===== src/rtl/assert_macros.svh =====
// Assertion macros used by the RTL top file.
`ifndef ASSERT_MACROS_SVH
`define ASSERT_MACROS_SVH
`ifndef NO_ASSERTIONS
// A condition that holds at every clock edge out of reset.
`define ASSERT_ALWAYS(label, clk, rst_n, cond, msg) \
    label: assert property (@(posedge clk) disable iff (!rst_n) (cond)) else $error(msg);
// A condition that implies another one at the next clock edge.
`define ASSERT_NEXT(label, clk, rst_n, ante, cons, msg) \
    label: assert property (@(posedge clk) disable iff (!rst_n) (ante) |=> (cons)) \
        else $error(msg);
`else
`define ASSERT_ALWAYS(label, clk, rst_n, cond, msg)
`define ASSERT_NEXT(label, clk, rst_n, ante, cons, msg)
`endif
`endif


===== src/rtl/gbba_pkg.sv =====
// ---------------------------------------------------------------------------
// gbba_pkg
// Constants, codes and controller/datapath interface types of the allocator.
// ---------------------------------------------------------------------------
`timescale 1ns / 1ps
`default_nettype none
package gbba_pkg;
    localparam int MAX_GROUPS      = 16;
    localparam int BITS_PER_GROUP  = 8192;
    localparam int WORD_BITS       = 64;
    localparam int WORDS_PER_GROUP = BITS_PER_GROUP / WORD_BITS;
    localparam int MAP_DEPTH       = MAX_GROUPS * WORDS_PER_GROUP;
    localparam int GROUP_W         = $clog2(MAX_GROUPS);
    localparam int WIDX_W          = $clog2(WORDS_PER_GROUP);
    localparam int BIT_W           = $clog2(WORD_BITS);
    localparam int ADDR_W          = GROUP_W + WIDX_W;

    localparam logic [1:0] CMD_ALLOC = 2'd0;
    localparam logic [1:0] CMD_FREE  = 2'd1;
    localparam logic [1:0] CMD_MARK  = 2'd2;

    localparam logic [1:0] ST_OK      = 2'd0;
    localparam logic [1:0] ST_NOSPACE = 2'd1;
    localparam logic [1:0] ST_RANGE   = 2'd2;

    localparam logic [1:0] RES_GRANT   = 2'd0;
    localparam logic [1:0] RES_NOSPACE = 2'd1;
    localparam logic [1:0] RES_RANGE   = 2'd2;
    localparam logic [1:0] RES_OK      = 2'd3;

    localparam logic CFG_GROUP_COUNT = 1'b0;
    localparam logic CFG_BPG         = 1'b1;

    typedef struct packed {
        logic       load;
        logic       clr;
        logic       mod_step;
        logic       div_step;
        logic       grp_next;
        logic       word_next;
        logic       alloc_wr;
        logic       blk_wr;
        logic       res_set;
        logic [1:0] res_sel;
        logic       out_push;
    } t_dp_cmd;

    typedef struct packed {
        logic [1:0] cmd;
        logic       clr_last;
        logic       range_bad;
        logic       mod_busy;
        logic       div_busy;
        logic       word_end;
        logic       hit;
        logic       last_group;
        logic       out_busy;
    } t_dp_sts;
endpackage
`default_nettype wire


===== src/rtl/gbba_ctrl.sv =====
// ---------------------------------------------------------------------------
// gbba_ctrl
// Controller: clearing pass, command decode, group/word search sequencing.
// ---------------------------------------------------------------------------
`timescale 1ns / 1ps
`default_nettype none
module gbba_ctrl import gbba_pkg::*; (
    input  wire logic    i_clk,
    input  wire logic    i_rst_n,
    input  wire logic    i_in_valid,
    output logic         o_in_ready,
    input  wire t_dp_sts i_dp_sts,
    output t_dp_cmd      o_dp_cmd
);
    localparam logic [2:0] S_CLEAR  = 3'd0;
    localparam logic [2:0] S_IDLE   = 3'd1;
    localparam logic [2:0] S_DECODE = 3'd2;
    localparam logic [2:0] S_MOD    = 3'd3;
    localparam logic [2:0] S_WCHK   = 3'd4;
    localparam logic [2:0] S_WEVAL  = 3'd5;
    localparam logic [2:0] S_DIV    = 3'd6;
    localparam logic [2:0] S_DONE   = 3'd7;

    logic [2:0] r_state;
    logic [2:0] n_state;

    always_comb begin
        n_state    = r_state;
        o_dp_cmd   = '0;
        o_in_ready = 1'b0;
        unique case (r_state)
            S_CLEAR: begin
                o_dp_cmd.clr = 1'b1;
                if (i_dp_sts.clr_last) begin
                    n_state = S_IDLE;
                end
            end
            S_IDLE: begin
                o_in_ready = 1'b1;
                if (i_in_valid) begin
                    o_dp_cmd.load = 1'b1;
                    n_state = S_DECODE;
                end
            end
            S_DECODE: begin
                if (i_dp_sts.cmd == CMD_ALLOC) begin
                    n_state = S_MOD;
                end else if (i_dp_sts.cmd == CMD_FREE || i_dp_sts.cmd == CMD_MARK) begin
                    if (i_dp_sts.range_bad) begin
                        o_dp_cmd.res_set = 1'b1;
                        o_dp_cmd.res_sel = RES_RANGE;
                        n_state = S_DONE;
                    end else begin
                        n_state = S_DIV;
                    end
                end else begin
                    o_dp_cmd.res_set = 1'b1;
                    o_dp_cmd.res_sel = RES_OK;
                    n_state = S_DONE;
                end
            end
            S_MOD: begin
                // Reduce the preferred group below the group count.
                if (i_dp_sts.mod_busy) begin
                    o_dp_cmd.mod_step = 1'b1;
                end else begin
                    n_state = S_WCHK;
                end
            end
            S_WCHK: begin
                if (i_dp_sts.word_end) begin
                    if (i_dp_sts.last_group) begin
                        o_dp_cmd.res_set = 1'b1;
                        o_dp_cmd.res_sel = RES_NOSPACE;
                        n_state = S_DONE;
                    end else begin
                        o_dp_cmd.grp_next = 1'b1;
                    end
                end else begin
                    n_state = S_WEVAL;
                end
            end
            S_WEVAL: begin
                if (i_dp_sts.hit) begin
                    o_dp_cmd.alloc_wr = 1'b1;
                    o_dp_cmd.res_set  = 1'b1;
                    o_dp_cmd.res_sel  = RES_GRANT;
                    n_state = S_DONE;
                end else begin
                    o_dp_cmd.word_next = 1'b1;
                    n_state = S_WCHK;
                end
            end
            S_DIV: begin
                // Split the block index into group and bit by repeated subtraction.
                if (i_dp_sts.div_busy) begin
                    o_dp_cmd.div_step = 1'b1;
                end else begin
                    n_state = S_DONE;
                    o_dp_cmd.res_set = 1'b1;
                    o_dp_cmd.res_sel = RES_OK;
                end
            end
            S_DONE: begin
                if (i_dp_sts.cmd != CMD_ALLOC && (i_dp_sts.cmd == CMD_FREE
                        || i_dp_sts.cmd == CMD_MARK) && !i_dp_sts.range_bad) begin
                    o_dp_cmd.blk_wr = 1'b1;
                    n_state = S_IDLE;
                    o_dp_cmd.out_push = 1'b1;
                    if (i_dp_sts.out_busy) begin
                        o_dp_cmd.blk_wr   = 1'b0;
                        o_dp_cmd.out_push = 1'b0;
                        n_state = S_DONE;
                    end
                end else if (!i_dp_sts.out_busy) begin
                    o_dp_cmd.out_push = 1'b1;
                    n_state = S_IDLE;
                end
            end
            default: n_state = S_IDLE;
        endcase
    end

    always_ff @(posedge i_clk) begin
        if (!i_rst_n) begin
            r_state <= S_CLEAR;
        end else begin
            r_state <= n_state;
        end
    end
endmodule
`default_nettype wire


===== config.mk =====
export PLATFORM = sky130hd
export DESIGN_NAME = gbba_ctrl
export DESIGN_NICKNAME = d
export VERILOG_FILES = /design/src/rtl/assert_macros.svh /design/src/rtl/gbba_pkg.sv /design/src/rtl/gbba_ctrl.sv
export SDC_FILE = /design/constraint.sdc
export NUM_CORES = 1
export LEC_CHECK = 0
export BUFFER_PORTS_ARGS = -buffer_cell sky130_fd_sc_hd__buf_2
export CAP_MARGIN = 20
export CORE_MARGIN = 3
export CORE_UTILIZATION = 35
export CTS_CLUSTER_SIZE = 20
export DETAILED_ROUTE_END_ITERATION = 7
export PLACE_DENSITY_LB_ADDON = 0.3
export SLEW_MARGIN = 10
export SYNTH_ARGS = -nofsm -noshare
export SYNTH_HDL_FRONTEND = slang
export SYNTH_SLANG_ARGS = --single-unit
export TNS_END_PERCENT = 50

===== constraint.sdc =====
create_clock -name i_clk -period 2.6 [get_ports i_clk]
set_input_delay 0.52 -clock i_clk [delete_from_list [all_inputs] [get_ports i_clk]]
set_output_delay 0.52 -clock i_clk [all_outputs]
set_load 0.05 [all_outputs]

==> metrics.md, run 1 <==
| Metric | Value |
|---|---|
| Slack of the critical path | 0.349 ns |
| Synth area leaders | dfxtp_1, nor2_1, a21oi_1, ha_1, nand2b_1 |
| Site Rows | 12 |
| Vias in the first global route | 438 |
| Internal power | 0.187 mW |
| Critical path launch point | r_state[2] |
| Clock skew | 0.00426 ns |
| Leakage | 0.317 nW |
| Final worst-path cycle share | 0.866 |
| Reg power frac | 0.220 |
| Final hold vios | 0 |
| Residual DRC | 0 |
| Max reg flops | 3 |
| Core Area | 1190 um^2 |
| Worst Tran Pin Value | 0.563 ns |
| Via count | 539 |
| CTS root buffer | clkbuf_4 |
| Syn_nets | 81 |
| Setup violations, final | 0 |
| Critical path fanouts, max | 19 |
| Final Non-Filler Cells | 105 |
| GRT Util Overall | 0.129 |
| Slew HR | 0.624 |
| Initial Util | 0.395 |
| Pwr Density | 592 nW/um^2 |
| Clk pwr share | 0.226 |
| CTS buffer count | 3 |
| Count of buffers from port buffering | 25 |
| Status | finished, final reports clean |
| Worst Path Arrival | 1.73 ns |
| Die width | 42.6 um |
| Drt first pass iters | 4 |
| Number of flops mapped to enable cells by yosys | 0 |
| Nets | 107 |
| Final setup TNS | 0 ns |
| Pre-CTS WS | 0.423 ns |
| Post-synth ARST share | 0 |
| RSZ-0062 raised after global routing | false |
| Clock transition at path regs | 0.03 ns |
| Setup Crit Path Kind | register to output port |
| CTS tree | yes |
| Worst VDD drop | 0.355 mV |
| Synth cell types | 33 |
| Synth Flop Type | dfxtp_1 |
| Die Ht | 42.6 um |
| Required @ worst endpoint | 2.08 ns |
| Area delta synth->final | 33.4% |
| Minimum clock period | 2.25 ns |
| Combinational share of power | 0.553 |
| Hold_buf cts | 0 |
| Sw Share | 0.494 |
| Critical path endpoint category | output port |
| Dpl cells | 101 |
| FF/Latch Area | 60.1 um^2 |
| Yosys top cell by area | dfxtp_1 |
| Clock sinks | 3 |
| Sw power | 0.183 mW |
| Proportion of layout cells with a drive suffix above 1 | 0.407 |
| Flops & latches, synth | 3 |
| Post-CTS setup buffers | 0 |
| Overflow left after global routing | 0 |
| Hold/Removal Path Class | input port to register |
| Critical Path Source Type | register |
| Yosys warning count | 0 |
| First-pass GRT wire length | 1830 um |
| Part of the Yosys area used for sequential elements | 0.128 |
| Most frequent cell after synthesis | nor2_1 |
| Largest register by flop count | r_state |
| Initial detailed-routing violation count | 10 |
| CTS resizes | 0 |
| Hold_sp | i_rst_n |
| Synthesized cell area | 468 um^2 |
| Synth top area share | 0.128 |
| # Max-Cap Violations | 0 |
| Diodes inserted | 0 |
| Commonest cells post-synth | nor2_1, nand2_1, a21oi_1 |
| Antenna violations before repair | 0 |
| Synth Instances | 66 |
| IO Pins | 26 |
| Detailed placement HPWL | 837 um |
| Reg2reg start | r_state[0] |
| CTS H-tree depth | 1 |
| Routed Antenna Nets | 0 |
| WL per Instance | 10.1 um |
| Placer Congestion | 0.787 |
| Clock latency on the worst-skew pair | 0.24 ns |
| Peak Freq | 444 MHz |
| Routed WL | 1060 um |
| Multi-input logic area | 373 um^2 |
| Final Max Tran Viols | 0 |
| Die area | 1810 um^2 |
| Avg Cell Area, Syn | 7.09 um^2 |
| Regs by FF count | r_state: 3 flops |
| Number of vias per cell | 5.13 |
| Largest net degree at the start of global routing | 20 |
| CTS max path bufs | 2 |
| Fill cells | 121 |
[worst max-delay path, stage by stage (launching register included)]
cell and delay [ns]:
dfxtp_1 0.67, nor2_1 0.14, a21oi_1 0.21, nor3_2 0.06, a31o_2 0.22, buf_2 0.20
[power groups by stage]
stage / clock [mW] / combinational (mW) / sequential, mW
3_3_place_gp: 0 / 0.205 / 0.0828
2_1_floorplan: 0 / 0.185 / 0.0599
6_report: 0.0836 / 0.205 / 0.0814
3_5_place_dp: 0 / 0.206 / 0.0823
5_1_grt: 0.0928 / 0.224 / 0.0848
4_1_cts: 0.0866 / 0.206 / 0.0821
[cell families after synthesis]
logic type      Yosys count  synth area share
mux                       1            0.0214
flops                     3             0.128
buf+inv                   9            0.0856
compound gates           14             0.211
simple gates             37             0.500
fa+ha+maj                 2            0.0535
[placed cells by master, fill, tap and decap left out, drive strengths merged, types with 2 or more instances in the layout]
master	netlist	final
nor2b	2	2
inv	4	4
nand2b	4	4
ha	2	2
nand3	2	2
o21ai	2	2
nor3	4	4
nor3b	3	3
nand2	6	6
buf	3	26
nor2	8	8
a21oi	5	5
and2	2	2
dfxtp	3	3
clkbuf	2	4
[final timing paths]
path,to,slack [ns],depth (start not counted)
worst max-delay path,o_dp_cmd[3],0.35,5
worst min-delay path,r_state[1],0.54,2
worst max register to register,r_state[1],0.80,5
worst min register to register,r_state[2],0.76,2
[layer usage]
metal  GRT usage  share of wire  up-vias
met1       0.171           0.50      236
met2       0.185           0.42       18
li1            -              -      283
met5           0              0        -
met4      0.0373          0.010        0
met3      0.0558          0.075        2
[metrics by stage]
step / total power, mW / utilization / cell area [um^2] / hold WS (ns)
floorplan: 0.245 / - / 473 / 0.653
global placement: 0.288 / 0.504 / 598 / 0.765
detailed placement: 0.288 / 0.504 / 598 / 0.756
CTS: 0.375 / 0.526 / 624 / 0.537
global route: 0.401 / 0.526 / 624 / 0.540
finish: 0.370 / 0.526 / 624 / 0.539
[layout make-up]
| cell class | count | area share |
|---|---|---|
| repair buffers | 26 | 0.212 |
| inverters | 4 | 0.0240 |
| well taps | 14 | 0.0281 |
| flip-flops and latches | 3 | 0.0962 |
| clock buffers | 4 | 0.0421 |
| multi-input cells | 54 | 0.597 |
Note: power is estimated with default switching activity, not from simulation.
==> run 2: changes to the inputs <==
--- a/config.mk
+++ b/config.mk
@@ -11,6 +11,7 @@
 export CORE_UTILIZATION = 35
 export CTS_CLUSTER_SIZE = 20
 export DETAILED_ROUTE_END_ITERATION = 7
+export GPL_TIMING_DRIVEN = 0
 export PLACE_DENSITY_LB_ADDON = 0.3
 export SLEW_MARGIN = 10
 export SYNTH_ARGS = -nofsm -noshare
==> run 2 against run 1 <==
Sequential power is 24% lower. Register-to-register slack better by 0.19 ns. Global-route usage is 0.26 points higher. Clock-buffer cell count stayed put. Sequential share of layout area is 0.26 points lower. Critical path type is now input port to output port.
==> metrics.md, run 2 (synthesized netlist as in run 1, its figures left out) <==
| Metric | Value |
|---|---|
| Status | finished, final reports clean |
| Site Rows | 12 |
| Detailed placement HPWL | 916 um |
| Leakage | 0.331 nW |
| Overflow left after global routing | 0 |
| Final hold vios | 0 |
| Post-CTS setup buffers | 0 |
| Minimum clock period | 2.19 ns |
| CTS max path bufs | 2 |
| First-pass GRT wire length | 1880 um |
| Nets | 111 |
| Worst Path Buf+Inv | 3 |
| IO Pins | 26 |
| Die width | 42.6 um |
| Slew HR | 0.731 |
| GRT Util Overall | 0.131 |
| Via count | 556 |
| Reg2reg start | r_state[1] |
| Count of buffers from port buffering | 25 |
| Worst reg2reg setup slack | 0.99 ns |
| Slowest cell on the critical path | ha_1 |
| Routed Antenna Nets | 0 |
| Vias in the first global route | 447 |
| Initial Util | 0.395 |
| RSZ-0062 raised after global routing | false |
| WL per Instance | 10.7 um |
| Hold/Removal Path Class | input port to register |
| Smallest hold slack | 0.548 ns |
| Critical path fanouts, max | 2 |
| Most common cell after layout, fill and taps aside | buf_2 |
| Final Util | 0.541 |
| Peak Freq | 457 MHz |
| Drt first pass iters | 4 |
| Placement Cell Area | 616 um^2 |
| Worst Tran Pin Value | 0.403 ns |
| Setup Crit Path Kind | input port to output port |
| Critical-path cell list | buf_2, inv_1, ha_1, nand2b_1, a21oi_1, nor3_2, a31o_2, buf_2 |
| Hold EP | r_state[1] |
| Clock transition at path regs | 0.03 ns |
| CTS resizes | 0 |
| Placer Congestion | 0.841 |
| Proportion of layout cells with a drive suffix above 1 | 0.411 |
| Number of vias per cell | 5.10 |
| Setup violations, final | 0 |
| CTS root buffer | clkbuf_4 |
| Clock latency on the worst-skew pair | 0.23 ns |
| Die Ht | 42.6 um |
| Most used cell, CP | buf_2 |
| Core Area | 1190 um^2 |
| Worst VDD drop | 0.419 mV |
| CTS buffer count | 3 |
| Pwr Density | 583 nW/um^2 |
| Hold path cells | 2 |
| Critical path endpoint category | output port |
| Clock skew | 0.00581 ns |
| Largest net degree at the start of global routing | 11 |
| Hold_sp | i_rst_n |
| Routed WL | 1160 um |
| # Max-Cap Violations | 0 |
| Worst flop-to-flop path endpoint | r_state[1] |
| Clock sinks | 3 |
| CP delay by family, top | compound AO/OA/AOI/OAI gates |
| Critical Path Source Type | input port |
| Worst Path Arrival | 1.67 ns |
| R2r worst-path depth | 6 |
| Largest register by flop count | r_state |
| Hold_buf cts | 0 |
| Initial detailed-routing violation count | 15 |
| Final Instance Area | 642 um^2 |
| Area delta synth->final | 37.2% |
| Required @ worst endpoint | 2.08 ns |
| Residual DRC | 0 |
| CTS tree | yes |
| CTS H-tree depth | 1 |
| Final Max Tran Viols | 0 |
| Worst path max stage delay | 0.27 ns |
| Final worst-path cycle share | 0.842 |
| Max reg flops | 3 |
| Most frequent cells in the layout | buf_2, nor2_1, nand2_1, a21oi_1 |
| Die area | 1810 um^2 |
| Regs by FF count | r_state: 3 flops |
| Final setup TNS | 0 ns |
| Diodes inserted | 0 |
| Antenna violations before repair | 0 |
## run 2: cell count changes in the layout (fill, tap and decap cells not counted), sizes merged
cell	before	now
clkbuf	4	6
buf	26	28
## run 2: per-stage QoR
step	cells	worst slack [ns]	total power [mW]
2_1_floorplan	66	0.0606	0.245
3_3_place_gp	105	0.417	0.294
3_5_place_dp	105	0.415	0.294
4_1_cts	109	0.410	0.377
5_1_grt	109	0.267	0.405
6_report	109	0.410	0.374
## run 2: area by class of cell
| class | instances | area (um^2) |
|---|---|---|
| Buffer | 5 | 25.0 |
| Clock buffer | 4 | 26.3 |
| Fill cell | 122 | 544 |
| Inverter | 4 | 15.0 |
| Multi-Input combinational cell | 54 | 373 |
| Sequential cell | 3 | 60.1 |
| Tap cell | 14 | 17.5 |
| Timing Repair Buffer | 25 | 125 |
## run 2: how the worst max path moves through the flow
stage                 from          end  slack (ns)  depth (start not counted)
2_1_floorplan  i_dp_sts[8]  o_dp_cmd[3]        0.06                          6
3_3_place_gp   i_dp_sts[8]  o_dp_cmd[3]        0.42                          8
3_5_place_dp   i_dp_sts[9]  o_dp_cmd[3]        0.41                          8
4_1_cts        i_dp_sts[9]  o_dp_cmd[3]        0.41                          8
5_1_grt         r_state[0]  o_dp_cmd[5]        0.27                          4
6_report       i_dp_sts[9]  o_dp_cmd[3]        0.41                          8
## run 2: layer usage
layer / share of wire / track usage / vias to the layer above / routed length, um
met5: 0 / 0 / - / 0
met4: 0 / 0.0186 / 0 / 0
met3: 0.099 / 0.0601 / 0 / 115
met2: 0.42 / 0.182 / 26 / 490
met1: 0.48 / 0.186 / 235 / 558
li1: - / - / 295 / -
## run 2: report_power, final
part	switching, mW	internal (mW)	total (mW)
logic	0.153	0.0792	0.233
clock network	0.0223	0.0574	0.0797
registers	0.00779	0.0542	0.0620
==> run 3: changes to the inputs <==
==> constraint.sdc (replaced) <==
create_clock -name i_clk -period 1.79 [get_ports i_clk]
set_input_delay 0.358 -clock i_clk [delete_from_list [all_inputs] [get_ports i_clk]]
set_output_delay 0.358 -clock i_clk [all_outputs]
set_load 0.05 [all_outputs]
==> run 3 against run 2 <==
Clock-buffer cell count did not move. Global-route usage up 3.7 points. Die area stayed put. Clock power rose by 54%. First-iteration DRC count rose by 27%. Clock skew is essentially flat. Hold slack got worse by 0.16 ns. Total power rose by 67%. Sequential share of layout area fell by 1.5 points. Core utilization up 13 points. Critical path type is now register to output port. Largest cell class unchanged.
==> metrics.md, run 3 (synthesized netlist as in run 1, its figures left out) <==
| Metric | Value |
|---|---|
| Hold/Removal Path Class | input port to register |
| Critical-path cell list | buf_6, nor2b_4, a21oi_4, nor3_4, a31o_2, buf_8 |
| Worst VDD drop | 0.596 mV |
| Final Max Tran Viols | 0 |
| Die area | 1810 um^2 |
| Worst Path Arrival | 1.38 ns |
| CTS max path bufs | 2 |
| Hold_buf cts | 0 |
| First-pass GRT wire length | 2350 um |
| Drt first pass iters | 4 |
| Clock sinks | 3 |
| Largest register by flop count | r_state |
| Critical path endpoint category | output port |
| Antenna violations before repair | 0 |
| Nets | 113 |
| Site Rows | 12 |
| PnR Total Power | 0.626 mW |
| Die Ht | 42.6 um |
| Die width | 42.6 um |
| Critical Path Source Type | register |
| Critical path fanouts, max | 5 |
| Routed WL | 1400 um |
| Core Area | 1190 um^2 |
| Status | finished, final reports clean |
| Worst Tran Pin Value | 0.297 ns |
| Setup Crit Path Kind | register to output port |
| Pre-CTS WS | -0.174 ns |
| Area delta synth->final | 69.8% |
| Clock latency on the worst-skew pair | 0.24 ns |
| Placement Cell Area | 639 um^2 |
| WL per Instance | 12.6 um |
| Detailed placement HPWL | 958 um |
| Hold EP | r_state[1] |
| Worst flop-to-flop path endpoint | r_state[1] |
| Overflow left after global routing | 0 |
| # Max-Cap Violations | 0 |
| RSZ-0062 raised after global routing | true |
| Diodes inserted | 0 |
| Leakage | 0.371 nW |
| Minimum clock period | 1.74 ns |
| Most frequent cells in the layout | buf_2, clkbuf_4, nand2_1, buf_6, nor2_1 |
| Hold path cells | 2 |
| Most common cell after layout, fill and taps aside | buf_2 |
| Routed Antenna Nets | 0 |
| Via count | 603 |
| Clock skew | 0.00566 ns |
| CTS H-tree depth | 1 |
| Final Non-Filler Cells | 111 |
| Final Instance Area | 795 um^2 |
| Dpl cells | 105 |
| R2r worst-path depth | 6 |
| Residual DRC | 0 |
| Initial Util | 0.395 |
| CTS root buffer | clkbuf_4 |
| Initial detailed-routing violation count | 19 |
| Max reg flops | 3 |
| Final worst-path cycle share | 0.970 |
| Pwr Density | 787 nW/um^2 |
| Clock transition at path regs | 0.03 ns |
| CTS buffer count | 3 |
| Number of vias per cell | 5.43 |
| Largest net degree at the start of global routing | 11 |
| Proportion of layout cells with a drive suffix above 1 | 0.588 |
| Worst reg2reg setup slack | 0.16 ns |
| Final hold vios | 0 |
| Worst path max stage delay | 0.32 ns |
| Regs by FF count | r_state: 3 flops |
| Reg2reg start | r_state[1] |
| Required @ worst endpoint | 1.43 ns |
| Setup violations, final | 0 |
| Slack of the critical path | 0.0542 ns |
| Hold_sp | i_rst_n |
| Count of buffers from port buffering | 25 |
| Slew HR | 0.800 |
| Slowest cell on the critical path | dfxtp_2 |
| CTS tree | yes |
| Peak Freq | 576 MHz |
| Vias in the first global route | 565 |
| IO Pins | 26 |
| Placer Congestion | 0.863 |
| GRT Util Overall | 0.168 |
==> run 3: through the flow <==
stage	setup TNS (ns)	util	hold slack [ns]
after detailed placement	-0.252	0.539	0.636
final	0	0.670	0.390
after floorplan	-1.02	-	0.491
after global routing	-0.105	0.670	0.388
after CTS	0	0.626	0.392
after global placement	-0.159	0.539	0.620
==> run 3: what timing repair did <==
item,4_1_cts,5_1_grt
gates resized for setup,20,16
setup buffers,1,0
gates cloned,0,1
pin swaps,3,3
setup endpoints to repair,6,8
==> run 3: worst max-delay path by stage <==
| stage | from | end | slack [ns] | depth (start not counted) |
|---|---|---|---|---|
| after CTS | i_dp_sts[8] | o_dp_cmd[3] | 0.004 | 8 |
| after floorplan | r_state[1] | o_dp_cmd[10] | -0.28 | 3 |
| after detailed placement | i_dp_sts[8] | o_dp_cmd[3] | -0.17 | 8 |
| after global routing | r_state[1] | o_dp_cmd[1] | -0.07 | 7 |
| final | r_state[2] | o_dp_cmd[3] | 0.05 | 6 |
| after global placement | i_dp_sts[8] | o_dp_cmd[3] | -0.14 | 8 |
==> run 3: metal layers <==
metal,global-route usage,up-vias,part of all wire
met1,0.202,276,0.41
li1,-,297,-
met2,0.264,28,0.50
met5,0,-,0
met3,0.0644,2,0.083
met4,0.0683,0,0.0064
==> run 3: where the power goes <==
group / total, mW / switching, mW / internal [mW] / leakage (nW)
Sequential: 0.0953 / 0.0148 / 0.0806 / 0.0253
Combinational: 0.408 / 0.247 / 0.160 / 0.331
Clock: 0.123 / 0.0390 / 0.0837 / 0.0150
==> run 3: critical path: cells and delay by family, from the launching register on <==
family / cells / cell delay [ns]
buf+inv: 2 / 0.28
simple gates: 2 / 0.19
compound gates: 2 / 0.35
flops: 1 / 0.32
==> run 3: layout make-up <==
cell class,count,area (um^2)
flip-flops and latches,3,62.6
well taps,14,17.5
clock buffers,4,26.3
plain buffers,5,51.3
multi-input cells,54,443
inverters,4,15.0
fillers,101,392
repair buffers,27,179
